==> src/sv/rss_pkg.sv <==
// ----------------------------------------------------------------------------
// rss_pkg
// Types and constants shared by the scheduler and sync engine.
// ----------------------------------------------------------------------------
package rss_pkg;

   localparam int TASK_SLOTS      = 8;
   localparam int SEMAPHORE_SLOTS = 8;
   localparam int QUEUE_SLOTS     = 4;
   localparam int QUEUE_DEPTH     = 16;

   localparam int TW  = $clog2(TASK_SLOTS);
   localparam int SW  = $clog2(SEMAPHORE_SLOTS);
   localparam int QW  = (QUEUE_SLOTS > 1) ? $clog2(QUEUE_SLOTS) : 1;
   localparam int DW  = $clog2(QUEUE_DEPTH);

   // request codes
   localparam logic [3:0] REQ_NEW_TASK  = 4'd0;
   localparam logic [3:0] REQ_SEM_NEW   = 4'd1;
   localparam logic [3:0] REQ_SEM_POST  = 4'd2;
   localparam logic [3:0] REQ_SEM_PEND  = 4'd3;
   localparam logic [3:0] REQ_QUE_NEW   = 4'd4;
   localparam logic [3:0] REQ_QUE_POST  = 4'd5;
   localparam logic [3:0] REQ_QUE_PEND  = 4'd6;
   localparam logic [3:0] REQ_ISR_ENTER = 4'd7;
   localparam logic [3:0] REQ_ISR_EXIT  = 4'd8;
   localparam logic [3:0] REQ_RUN       = 4'd9;

   // task states
   localparam logic [1:0] ST_READY  = 2'd0;
   localparam logic [1:0] ST_SEM    = 2'd1;
   localparam logic [1:0] ST_QUEUE  = 2'd2;
   localparam logic [1:0] ST_UNUSED = 2'd3;

   typedef struct packed {
      logic [3:0]  req_type;
      logic [2:0]  object_index;
      logic [7:0]  init_value;
      logic [4:0]  new_queue_size;
      logic [15:0] message_in;
   } req_word_type;

   typedef struct packed {
      logic [2:0]  running_id;
      logic        running_ok;
      logic        switched;
      logic [2:0]  handle_out;
      logic [15:0] message_out;
      logic        blocked;
      logic        fault;
   } rsp_word_type;

endpackage

==> src/sv/rss_req_if.sv <==
// ----------------------------------------------------------------------------
// rss_req_if
// Request channel: valid, ready and one request word.
// ----------------------------------------------------------------------------
interface rss_req_if import rss_pkg::*; ();
   logic         valid;
   logic         ready;
   req_word_type data;
   modport source (output valid, output data, input ready);
   modport sink   (input valid, input data, output ready);
endinterface

==> src/sv/rss_rsp_if.sv <==
// ----------------------------------------------------------------------------
// rss_rsp_if
// Response channel: valid, ready and one response word.
// ----------------------------------------------------------------------------
interface rss_rsp_if import rss_pkg::*; ();
   logic         valid;
   logic         ready;
   rsp_word_type data;
   modport source (output valid, output data, input ready);
   modport sink   (input valid, input data, output ready);
endinterface

==> src/sv/rtos_scheduler_sync_engine.sv <==
// Flow: an accepted request waits in the front queue, is fetched, then executed.
// The engine takes one request at a time: it pops no new request until the
// read/update pair on the semaphore and queue memories is done.
// Reset: synchronous, active high; all tasks unused, all tables empty.
// ----------------------------------------------------------------------------
// rtos_scheduler_sync_engine
// Hardware priority scheduler with semaphores and message queues.
// ----------------------------------------------------------------------------
module rtos_scheduler_sync_engine import rss_pkg::*; (
   input  logic     clock,
   input  logic     reset,
   rss_req_if.sink  req,
   rss_rsp_if.source rsp
);

   logic         q_valid, q_pop;
   req_word_type q_data;

   rss_front u_front (
      .clock(clock), .reset(reset), .req(req),
      .q_valid(q_valid), .q_data(q_data), .q_pop(q_pop)
   );

   rss_back u_back (
      .clock(clock), .reset(reset),
      .q_valid(q_valid), .q_data(q_data), .q_pop(q_pop), .rsp(rsp)
   );

endmodule

==> src/sv/rss_front.sv <==
// ----------------------------------------------------------------------------
// rss_front
// Accepts request words into a two-entry queue toward the kernel engine.
// ----------------------------------------------------------------------------
module rss_front import rss_pkg::*; (
   input  logic         clock,
   input  logic         reset,
   rss_req_if.sink      req,
   output logic         q_valid,
   output req_word_type q_data,
   input  logic         q_pop
);

   req_word_type buf_ff [2];
   logic         wr_ff, wr_in, rd_ff, rd_in;
   logic [1:0]   cnt_ff, cnt_in;
   logic         push;

   assign req.ready = (cnt_ff != 2'd2);
   assign push      = req.valid && req.ready;
   assign q_valid   = (cnt_ff != 2'd0);
   assign q_data    = buf_ff[rd_ff];

   // pointer and fill count update
   always_comb begin
      wr_in  = push ? ~wr_ff : wr_ff;
      rd_in  = q_pop ? ~rd_ff : rd_ff;
      cnt_in = cnt_ff + {1'b0, push} - {1'b0, q_pop};
   end

   always_ff @(posedge clock) begin
      if (reset) begin
         wr_ff  <= 1'b0;
         rd_ff  <= 1'b0;
         cnt_ff <= 2'd0;
      end else begin
         wr_ff  <= wr_in;
         rd_ff  <= rd_in;
         cnt_ff <= cnt_in;
      end
      if (push) buf_ff[wr_ff] <= req.data;
   end

endmodule

==> src/sv/rss_back.sv <==
// ----------------------------------------------------------------------------
// rss_back
// Executes kernel requests: reads objects in the fetch phase, updates them in the execute phase.
// ----------------------------------------------------------------------------
module rss_back import rss_pkg::*; (
   input  logic         clock,
   input  logic         reset,
   input  logic         q_valid,
   input  req_word_type q_data,
   output logic         q_pop,
   rss_rsp_if.source    rsp
);

   localparam logic PH_FETCH = 1'b0;
   localparam logic PH_EXEC  = 1'b1;

   // task table
   logic [1:0]      status_ff [TASK_SLOTS];
   logic [1:0]      status_in [TASK_SLOTS];
   logic [2:0]      wobj_ff   [TASK_SLOTS];
   logic [2:0]      wobj_in   [TASK_SLOTS];
   logic [TW:0]     ttot_ff, ttot_in;
   logic [TW-1:0]   run_ff, run_in;
   logic            runv_ff, runv_in;
   logic [7:0]      isr_ff, isr_in;
   logic [SW:0]     stot_ff, stot_in;
   logic [QW:0]     qtot_ff, qtot_in;
   logic [DW-1:0]   rix_ff [QUEUE_SLOTS];
   logic [DW-1:0]   rix_in [QUEUE_SLOTS];
   logic [DW-1:0]   wix_ff [QUEUE_SLOTS];
   logic [DW-1:0]   wix_in [QUEUE_SLOTS];
   logic [DW:0]     qlen_ff [QUEUE_SLOTS];
   logic [DW:0]     qlen_in [QUEUE_SLOTS];

   // memories
   logic [7:0]      sem_mem [SEMAPHORE_SLOTS];
   logic [15:0]     que_mem [QUEUE_SLOTS*QUEUE_DEPTH];

   logic            ph_ff, ph_in;
   req_word_type    cur_ff;
   logic [7:0]      semrd_ff;
   logic [15:0]     querd_ff;
   logic            ov_ff, ov_in;
   rsp_word_type    out_ff, out_in;

   logic            sem_we;
   logic [7:0]      sem_wd;
   logic            que_we;
   logic [QW+DW-1:0] que_wa, que_ra;

   logic [SW-1:0]   sidx;
   logic [QW-1:0]   qidx;
   logic            sem_ok, que_ok;

   assign sidx = cur_ff.object_index[SW-1:0];
   assign qidx = cur_ff.object_index[QW-1:0];
   assign sem_ok = (32'(cur_ff.object_index) < 32'(stot_ff));
   assign que_ok = (32'(cur_ff.object_index) < 32'(qtot_ff));

   assign q_pop     = (ph_ff == PH_FETCH) && q_valid && (!ov_ff || rsp.ready);
   assign rsp.valid = ov_ff;
   assign rsp.data  = out_ff;
   assign que_ra    = {q_data.object_index[QW-1:0],
                       rix_ff[q_data.object_index[QW-1:0]]};

   // request execution
   always_comb begin
      logic [TW-1:0] pick;
      logic          found;
      logic          sch;
      logic          wk;
      logic [1:0]    wkind;
      logic [DW:0]   nx;
      logic [4:0]    qs;
      logic          f, sw, blk;
      logic [2:0]    h;
      logic [15:0]   mo;
      logic [7:0]    v;
      for (int i = 0; i < TASK_SLOTS; i++) begin
         status_in[i] = status_ff[i];
         wobj_in[i]   = wobj_ff[i];
      end
      for (int i = 0; i < QUEUE_SLOTS; i++) begin
         rix_in[i]  = rix_ff[i];
         wix_in[i]  = wix_ff[i];
         qlen_in[i] = qlen_ff[i];
      end
      ttot_in = ttot_ff; run_in = run_ff; runv_in = runv_ff;
      isr_in = isr_ff; stot_in = stot_ff; qtot_in = qtot_ff;
      sem_we = 1'b0; sem_wd = semrd_ff;
      que_we = 1'b0; que_wa = {qidx, wix_ff[qidx]};
      sch = 1'b0; wk = 1'b0; wkind = ST_SEM;
      f = 1'b0; sw = 1'b0; blk = 1'b0; h = 3'd0; mo = 16'd0;
      v = semrd_ff; nx = '0; qs = cur_ff.new_queue_size;
      pick = '0; found = 1'b0;
      ph_in = ph_ff;
      ov_in = ov_ff && !rsp.ready;
      out_in = out_ff;
      if (ph_ff == PH_FETCH) begin
         if (q_pop) ph_in = PH_EXEC;
      end else begin
         ph_in = PH_FETCH;
         ov_in = 1'b1;
         case (cur_ff.req_type)
            REQ_NEW_TASK: begin
               if (ttot_ff >= (TW+1)'(TASK_SLOTS)) f = 1'b1;
               else begin
                  h = 3'(ttot_ff);
                  status_in[ttot_ff[TW-1:0]] = ST_READY;
                  wobj_in[ttot_ff[TW-1:0]]   = 3'd0;
                  ttot_in = ttot_ff + 1'b1;
               end
            end
            REQ_SEM_NEW: begin
               if (stot_ff >= (SW+1)'(SEMAPHORE_SLOTS)) f = 1'b1;
               else begin
                  h = 3'(stot_ff);
                  sem_we = 1'b1; sem_wd = cur_ff.init_value;
                  stot_in = stot_ff + 1'b1;
               end
            end
            REQ_SEM_POST: begin
               if (!sem_ok) f = 1'b1;
               else begin
                  sem_we = 1'b1;
                  sem_wd = (v == 8'sd127) ? v : v + 8'd1;
                  wk = 1'b1; wkind = ST_SEM; sch = 1'b1;
               end
            end
            REQ_SEM_PEND: begin
               if (!sem_ok || !runv_ff) f = 1'b1;
               else begin
                  sem_we = 1'b1;
                  sem_wd = (v == 8'h80) ? v : v - 8'd1;
                  if ($signed(v) <= 8'sd0) begin
                     status_in[run_ff] = ST_SEM;
                     wobj_in[run_ff]   = cur_ff.object_index;
                     blk = 1'b1; sch = 1'b1;
                  end
               end
            end
            REQ_QUE_NEW: begin
               if (qtot_ff >= (QW+1)'(QUEUE_SLOTS)) f = 1'b1;
               else begin
                  if (qs == 5'd0) qs = 5'd1;
                  if ({27'd0, qs} > QUEUE_DEPTH) qs = 5'(QUEUE_DEPTH);
                  h = 3'(qtot_ff);
                  qlen_in[qtot_ff[QW-1:0]] = (DW+1)'(qs);
                  rix_in[qtot_ff[QW-1:0]]  = '0;
                  wix_in[qtot_ff[QW-1:0]]  = '0;
                  qtot_in = qtot_ff + 1'b1;
               end
            end
            REQ_QUE_POST: begin
               if (!que_ok) f = 1'b1;
               else begin
                  que_we = 1'b1;
                  nx = {1'b0, wix_ff[qidx]} + 1'b1;
                  wix_in[qidx] = (nx < qlen_ff[qidx]) ? nx[DW-1:0] : '0;
                  wk = 1'b1; wkind = ST_QUEUE; sch = 1'b1;
               end
            end
            REQ_QUE_PEND: begin
               if (!que_ok || !runv_ff) f = 1'b1;
               else if (rix_ff[qidx] == wix_ff[qidx]) begin
                  status_in[run_ff] = ST_QUEUE;
                  wobj_in[run_ff]   = cur_ff.object_index;
                  blk = 1'b1; sch = 1'b1;
               end else begin
                  mo = querd_ff;
                  nx = {1'b0, rix_ff[qidx]} + 1'b1;
                  rix_in[qidx] = (nx < qlen_ff[qidx]) ? nx[DW-1:0] : '0;
               end
            end
            REQ_ISR_ENTER: if (isr_ff != 8'hFF) isr_in = isr_ff + 8'd1;
            REQ_ISR_EXIT: begin
               if (isr_ff != 8'h00) isr_in = isr_ff - 8'd1;
               sch = 1'b1;
            end
            REQ_RUN: sch = 1'b1;
            default: ;
         endcase
         // wake the highest-index waiter on this object
         if (wk) begin
            found = 1'b0;
            for (int i = TASK_SLOTS-1; i >= 0; i--) begin
               if (!found && status_ff[i] == wkind
                   && wobj_ff[i] == cur_ff.object_index) begin
                  found = 1'b1;
                  status_in[i] = ST_READY;
               end
            end
         end
         // priority encode over ready tasks
         if (sch && isr_in == 8'd0) begin
            found = 1'b0;
            for (int i = TASK_SLOTS-1; i >= 0; i--) begin
               if (!found && status_in[i] == ST_READY) begin
                  found = 1'b1;
                  pick = TW'(i);
               end
            end
            if (found) begin
               sw = !runv_ff || (run_ff != pick);
               run_in = pick; runv_in = 1'b1;
            end else begin
               run_in = '0; runv_in = 1'b0; f = 1'b1;
            end
         end
         out_in.running_id  = runv_in ? 3'(run_in) : 3'd0;
         out_in.running_ok  = runv_in;
         out_in.switched    = sw;
         out_in.handle_out  = h;
         out_in.message_out = mo;
         out_in.blocked     = blk;
         out_in.fault       = f;
      end
   end

   always_ff @(posedge clock) begin
      if (reset) begin
         for (int i = 0; i < TASK_SLOTS; i++) begin
            status_ff[i] <= ST_UNUSED;
            wobj_ff[i]   <= 3'd0;
         end
         for (int i = 0; i < QUEUE_SLOTS; i++) begin
            rix_ff[i] <= '0;
            wix_ff[i] <= '0;
         end
         ttot_ff <= '0; run_ff <= '0; runv_ff <= 1'b0; isr_ff <= 8'd0;
         stot_ff <= '0; qtot_ff <= '0; ph_ff <= PH_FETCH; ov_ff <= 1'b0;
      end else begin
         for (int i = 0; i < TASK_SLOTS; i++) begin
            status_ff[i] <= status_in[i];
            wobj_ff[i]   <= wobj_in[i];
         end
         for (int i = 0; i < QUEUE_SLOTS; i++) begin
            rix_ff[i] <= rix_in[i];
            wix_ff[i] <= wix_in[i];
         end
         ttot_ff <= ttot_in; run_ff <= run_in; runv_ff <= runv_in;
         isr_ff <= isr_in; stot_ff <= stot_in; qtot_ff <= qtot_in;
         ph_ff <= ph_in; ov_ff <= ov_in;
      end
      for (int i = 0; i < QUEUE_SLOTS; i++) qlen_ff[i] <= qlen_in[i];
      out_ff <= out_in;
      if (q_pop) begin
         cur_ff   <= q_data;
         semrd_ff <= sem_mem[q_data.object_index[SW-1:0]];
         querd_ff <= que_mem[que_ra];
      end
      if (sem_we) begin
         if (cur_ff.req_type == REQ_SEM_NEW) sem_mem[stot_ff[SW-1:0]] <= sem_wd;
         else sem_mem[sidx] <= sem_wd;
      end
      if (que_we) que_mem[que_wa] <= cur_ff.message_in;
   end

endmodule

==> src/flat_wrapper.sv <==
// flat-port wrapper written by rule: the top's interface ports become plain ports
module rtos_scheduler_sync_engine_flat import rss_pkg::*;
  (clock, reset, req_valid, req_data, req_ready, rsp_valid, rsp_data, rsp_ready);
  rss_req_if req_i ();
  rss_rsp_if rsp_i ();
  input  logic clock;
  input  logic reset;
  input wire logic [$bits(req_i.valid)-1:0] req_valid;
  input wire logic [$bits(req_i.data)-1:0] req_data;
  output wire logic [$bits(req_i.ready)-1:0] req_ready;
  output wire logic [$bits(rsp_i.valid)-1:0] rsp_valid;
  output wire logic [$bits(rsp_i.data)-1:0] rsp_data;
  input wire logic [$bits(rsp_i.ready)-1:0] rsp_ready;
  assign req_i.valid = req_valid;
  assign req_i.data = req_data;
  assign req_ready = req_i.ready;
  assign rsp_valid = rsp_i.valid;
  assign rsp_data = rsp_i.data;
  assign rsp_i.ready = rsp_ready;
  rtos_scheduler_sync_engine u_core (.clock(clock), .reset(reset), .req(req_i), .rsp(rsp_i));
endmodule
==> config.mk <==
export PLATFORM = sky130hd
export DESIGN_NAME = rtos_scheduler_sync_engine_flat
export DESIGN_NICKNAME = d
export VERILOG_FILES = /design/src/sv/rss_pkg.sv /design/src/sv/rss_req_if.sv /design/src/sv/rss_rsp_if.sv /design/src/sv/rtos_scheduler_sync_engine.sv /design/src/sv/rss_front.sv /design/src/sv/rss_back.sv /design/src/flat_wrapper.sv
export SDC_FILE = /design/constraint.sdc
export NUM_CORES = 2
export LEC_CHECK = 0
export ABC_AREA = 1
export BUFFER_PORTS_ARGS = -buffer_cell sky130_fd_sc_hd__buf_2
export CORE_UTILIZATION = 45
export CTS_CLUSTER_DIAMETER = 120
export DETAILED_ROUTE_END_ITERATION = 8
export SYNTH_ARGS = -nofsm -noshare
export SYNTH_HDL_FRONTEND = slang
export SYNTH_HIERARCHICAL = 1
export SYNTH_SLANG_ARGS = --single-unit
==> constraint.sdc <==
create_clock -name clock -period 3.5 [get_ports clock]
set_input_delay 0.175 -clock clock [delete_from_list [all_inputs] [get_ports clock]]
set_output_delay 0.175 -clock clock [all_outputs]
set_load 0.03 [all_outputs]
==> flow_summary.yaml <==
run_status:
  status: "finished, final reports clean"
grt:
  grt_pass1_vias: 38455
  gr-total-overflow: 0
  antenna_found_initial: 7
  grt_pass1_wl_um: 243000
  grt_max_degree: 87
  gr-usage-all-layers: 0.249
finish:
  layout.nets: 5196
  area_growth_syn_to_layout_pct: 16.3
  drive_gt1_frac: 0.130
  fin_cells: 6890
  design_area_mm2: 0.0670
  final_core_util: 0.530
cts:
  postCtsSetupRepairBufs: 0
  tritoncts: "done"
  cts_max_level: 4
  clock_sinks: 1370
  cts_root_buffer: "clkbuf_16"
  cts_buffers: 148
  cts_buffer_depth: 3
  clk_pin_slew_worst_paths_ps: 60
  clk_latency_ps: 790
worst_setup_path:
  crit_chain: "mux2_4, inv_2, nand2_1, o211ai_1, nand2_4, inv_8, buf_12, buf_12, buf_4, nor2_1, o311ai_0, o211ai_1, nand3_1, nand3_1, nand2_1"
  cp.required_ps: 4160
  cp-end-kind: "flip-flop"
  crit_arrival_ps: 4040
  startpoint_type: "flip-flop"
  slowest_delay_ps: 360
  worstSetupPathType: "reg2reg"
  worst_path_max_delay_cell: "mux2_4"
  worstPathMaxFanout: 28
timing:
  hold_ws_ps: 37.9
  fin_crit_sh: 0.965
  max-slew-margin-rel: 0.313
  finalSetupViolCount: 0
  rsz0062_at_grt: "true"
  skew_ps: 30.8
  final_hold_viol_count: 0
  worst_slew_pin_slew_ps: 1030
  slew_violations: 0
  tns_ps: 0
  clock.fmax_mhz: 296
  period_needed_ps: 3380
routing:
  drt_iter0_markers: 4577
  ant_nets: 0
  via_per_inst: 5.83
  drt_pass1_iterations: 6
  routed_wl_um: 163000
  routedWlPerCell_um: 23.7
  drc: 0
  vias: 40201
power:
  peakVddDrop_uv: 594
  p_leak_nw: 22.8
  powerDensity_mw_per_mm2: 807
logic_synthesis:
  yosys-top-cells-area: "edfxtp_1, nor2_1, dfxtp_1"
  synth_top_area_share: 0.659
  ys_seq_area_frac: 0.695
  synth_common_cells: "edfxtp_1, nor2_1, o21ai_0, nand2_1, clkbuf_1"
  ys_seq_elements: 1370
  synth_edf_count: 1266
  synthFlopType: "edfxtp_1"
  synth_cell_types: 61
  async_reset_ff_frac: 0
  syn_inst: 4859
  synth_top_cell_by_area: "edfxtp_1"
  synth.most_common_cell: "edfxtp_1"
  syn_area_mm2: 0.0577
  synth.net_count: 4928
  yosysWarnings: 6
  avgSynthCellArea_um2: 11.9
min_path:
  hold_path.startpoint: "reset"
  holdCritPathClass: "in2reg"
floorplan:
  dieWidth_um: 360
  die_area_mm2: 0.130
  core_mm2: 0.126
  io_pins: 68
  chipHeight_um: 360
  std_cell_rows: 130
  start_util: 0.456
placement:
  place_congestion: 0.913
  hpwl_um: 99100
  place_inst: 6589
  numPortBuffers: 67
  place_area_mm2: 0.0620
job:
  cap_violations: 0
-- power breakdown --
group / switching [mW] / internal (mW)
sequential: 0.696 / 20.7
combinational: 12.8 / 5.00
clock: 6.38 / 8.58
total: 19.9 / 34.2
-- state kept, by name, indices dropped and copies added, names as in the netlist, 16 cells and up, named ones only --
signal / cells
u_core/u_back/que_mem: 1024
u_core/u_back/wix_ff: 16
u_core/u_back/status_ff: 16
u_core/u_back/sem_mem: 64
u_core/u_back/querd_ff: 16
u_core/u_back/wobj_ff: 24
u_core/u_back/cur_ff: 33
u_core/u_back/rix_ff: 16
u_core/u_back/rsp.data: 26
u_core/u_front/buf_ff: 72
u_core/u_back/qlen_ff: 20
-- per-stage QoR --
stage	worst slack [ps]	total power [mW]
global route	-9.17	56.3
finish	124	54.1
floorplan	75.3	31.3
global placement	126	38.9
detailed placement	52.9	39.1
CTS	65.0	54.0
-- worst max-delay path: cells and delay by family (launching register included) --
family | cells | cell delay (ps)
AO/OA/AOI/OAI | 3 | 730
multiplexers | 1 | 360
AND/OR/NAND/NOR | 6 | 860
flip-flops | 1 | 350
buffers and inverters | 5 | 920
-- routing by layer --
layer  part of all wire  GRT usage  up-vias
li1                   -          -    18342
met1               0.42      0.342    19991
met2               0.45      0.386     1611
met3              0.094     0.0643      257
met4              0.029     0.0828        0
met5                  0          0        -
-- repair_timing --
action | CTS | global route
endpoints found under the hold margin | 76 | 0
hold buffers | 38 | 0
gates resized for setup | 0 | 17
endpoints found under the setup margin | 0 | 74
-- logic make-up (layout without fill, tap and decap cells) --
group           after synthesis  in the layout  share of synthesized area
flops                      1370           1370                      0.695
other cells                   0              1                          0
buf+inv                     491            871                     0.0350
simple gates               1864           1864                      0.131
mux                          36             36                    0.00898
xor+xnor                     31             31                    0.00471
compound gates             1038           1038                      0.118
fa+ha+maj                    29             29                    0.00629
-- cell type report --
class	instances	area, um2
Sequential cell	1370	40100
Clock inverter	70	627
Antenna cell	1	2.50
Tap cell	1650	2060
Clock buffer	192	3960
Multi-Input combinational cell	2998	15700
Timing Repair Buffer	404	3820
Fill cell	10659	59400
Inverter	205	796
-- cells in the final DEF, fill, tap and decap left out, drive strengths merged, types with 3 or more instances in the layout --
| cell type | Yosys | final |
|---|---|---|
| a211oi | 24 | 24 |
| a21oi | 108 | 108 |
| a221oi | 8 | 8 |
| a31oi | 36 | 36 |
| a32o | 7 | 7 |
| a32oi | 6 | 6 |
| buf | 72 | 366 |
| bufinv | 0 | 8 |
| clkbuf | 214 | 192 |
| clkinv | 5 | 58 |
| clkinvlp | 0 | 5 |
| dfxtp | 104 | 104 |
| dlygate4sd3 | 0 | 38 |
| edfxtp | 1266 | 1266 |
| ha | 29 | 29 |
| inv | 200 | 204 |
| mux2 | 36 | 36 |
| nand2 | 389 | 389 |
| nand3 | 210 | 210 |
| nand3b | 3 | 3 |
| nand4 | 18 | 18 |
| nor2 | 1177 | 1177 |
| nor3 | 49 | 49 |
| nor4 | 5 | 5 |
| o2111ai | 3 | 3 |
| o211ai | 141 | 141 |
| o21a | 4 | 4 |
| o21ai | 415 | 415 |
| o21bai | 4 | 4 |
| o22ai | 17 | 17 |
| o311ai | 130 | 130 |
| o32ai | 128 | 128 |
| or2 | 8 | 8 |
| xnor2 | 7 | 7 |
| xor2 | 24 | 24 |
-- worst paths after layout --
check | to | slack [ps] | cells past startpoint
worst max register to register | u_core/u_back/querd_ff[9] | 120 | 15
worst max-delay path | u_core/u_back/querd_ff[9] | 120 | 15
worst min register to register | u_core/u_back/wobj_ff[0][1] | 470 | 2
worst min-delay path | u_core/u_back/ph_ff | 40 | 3
Power figures use the tool's default switching activity.
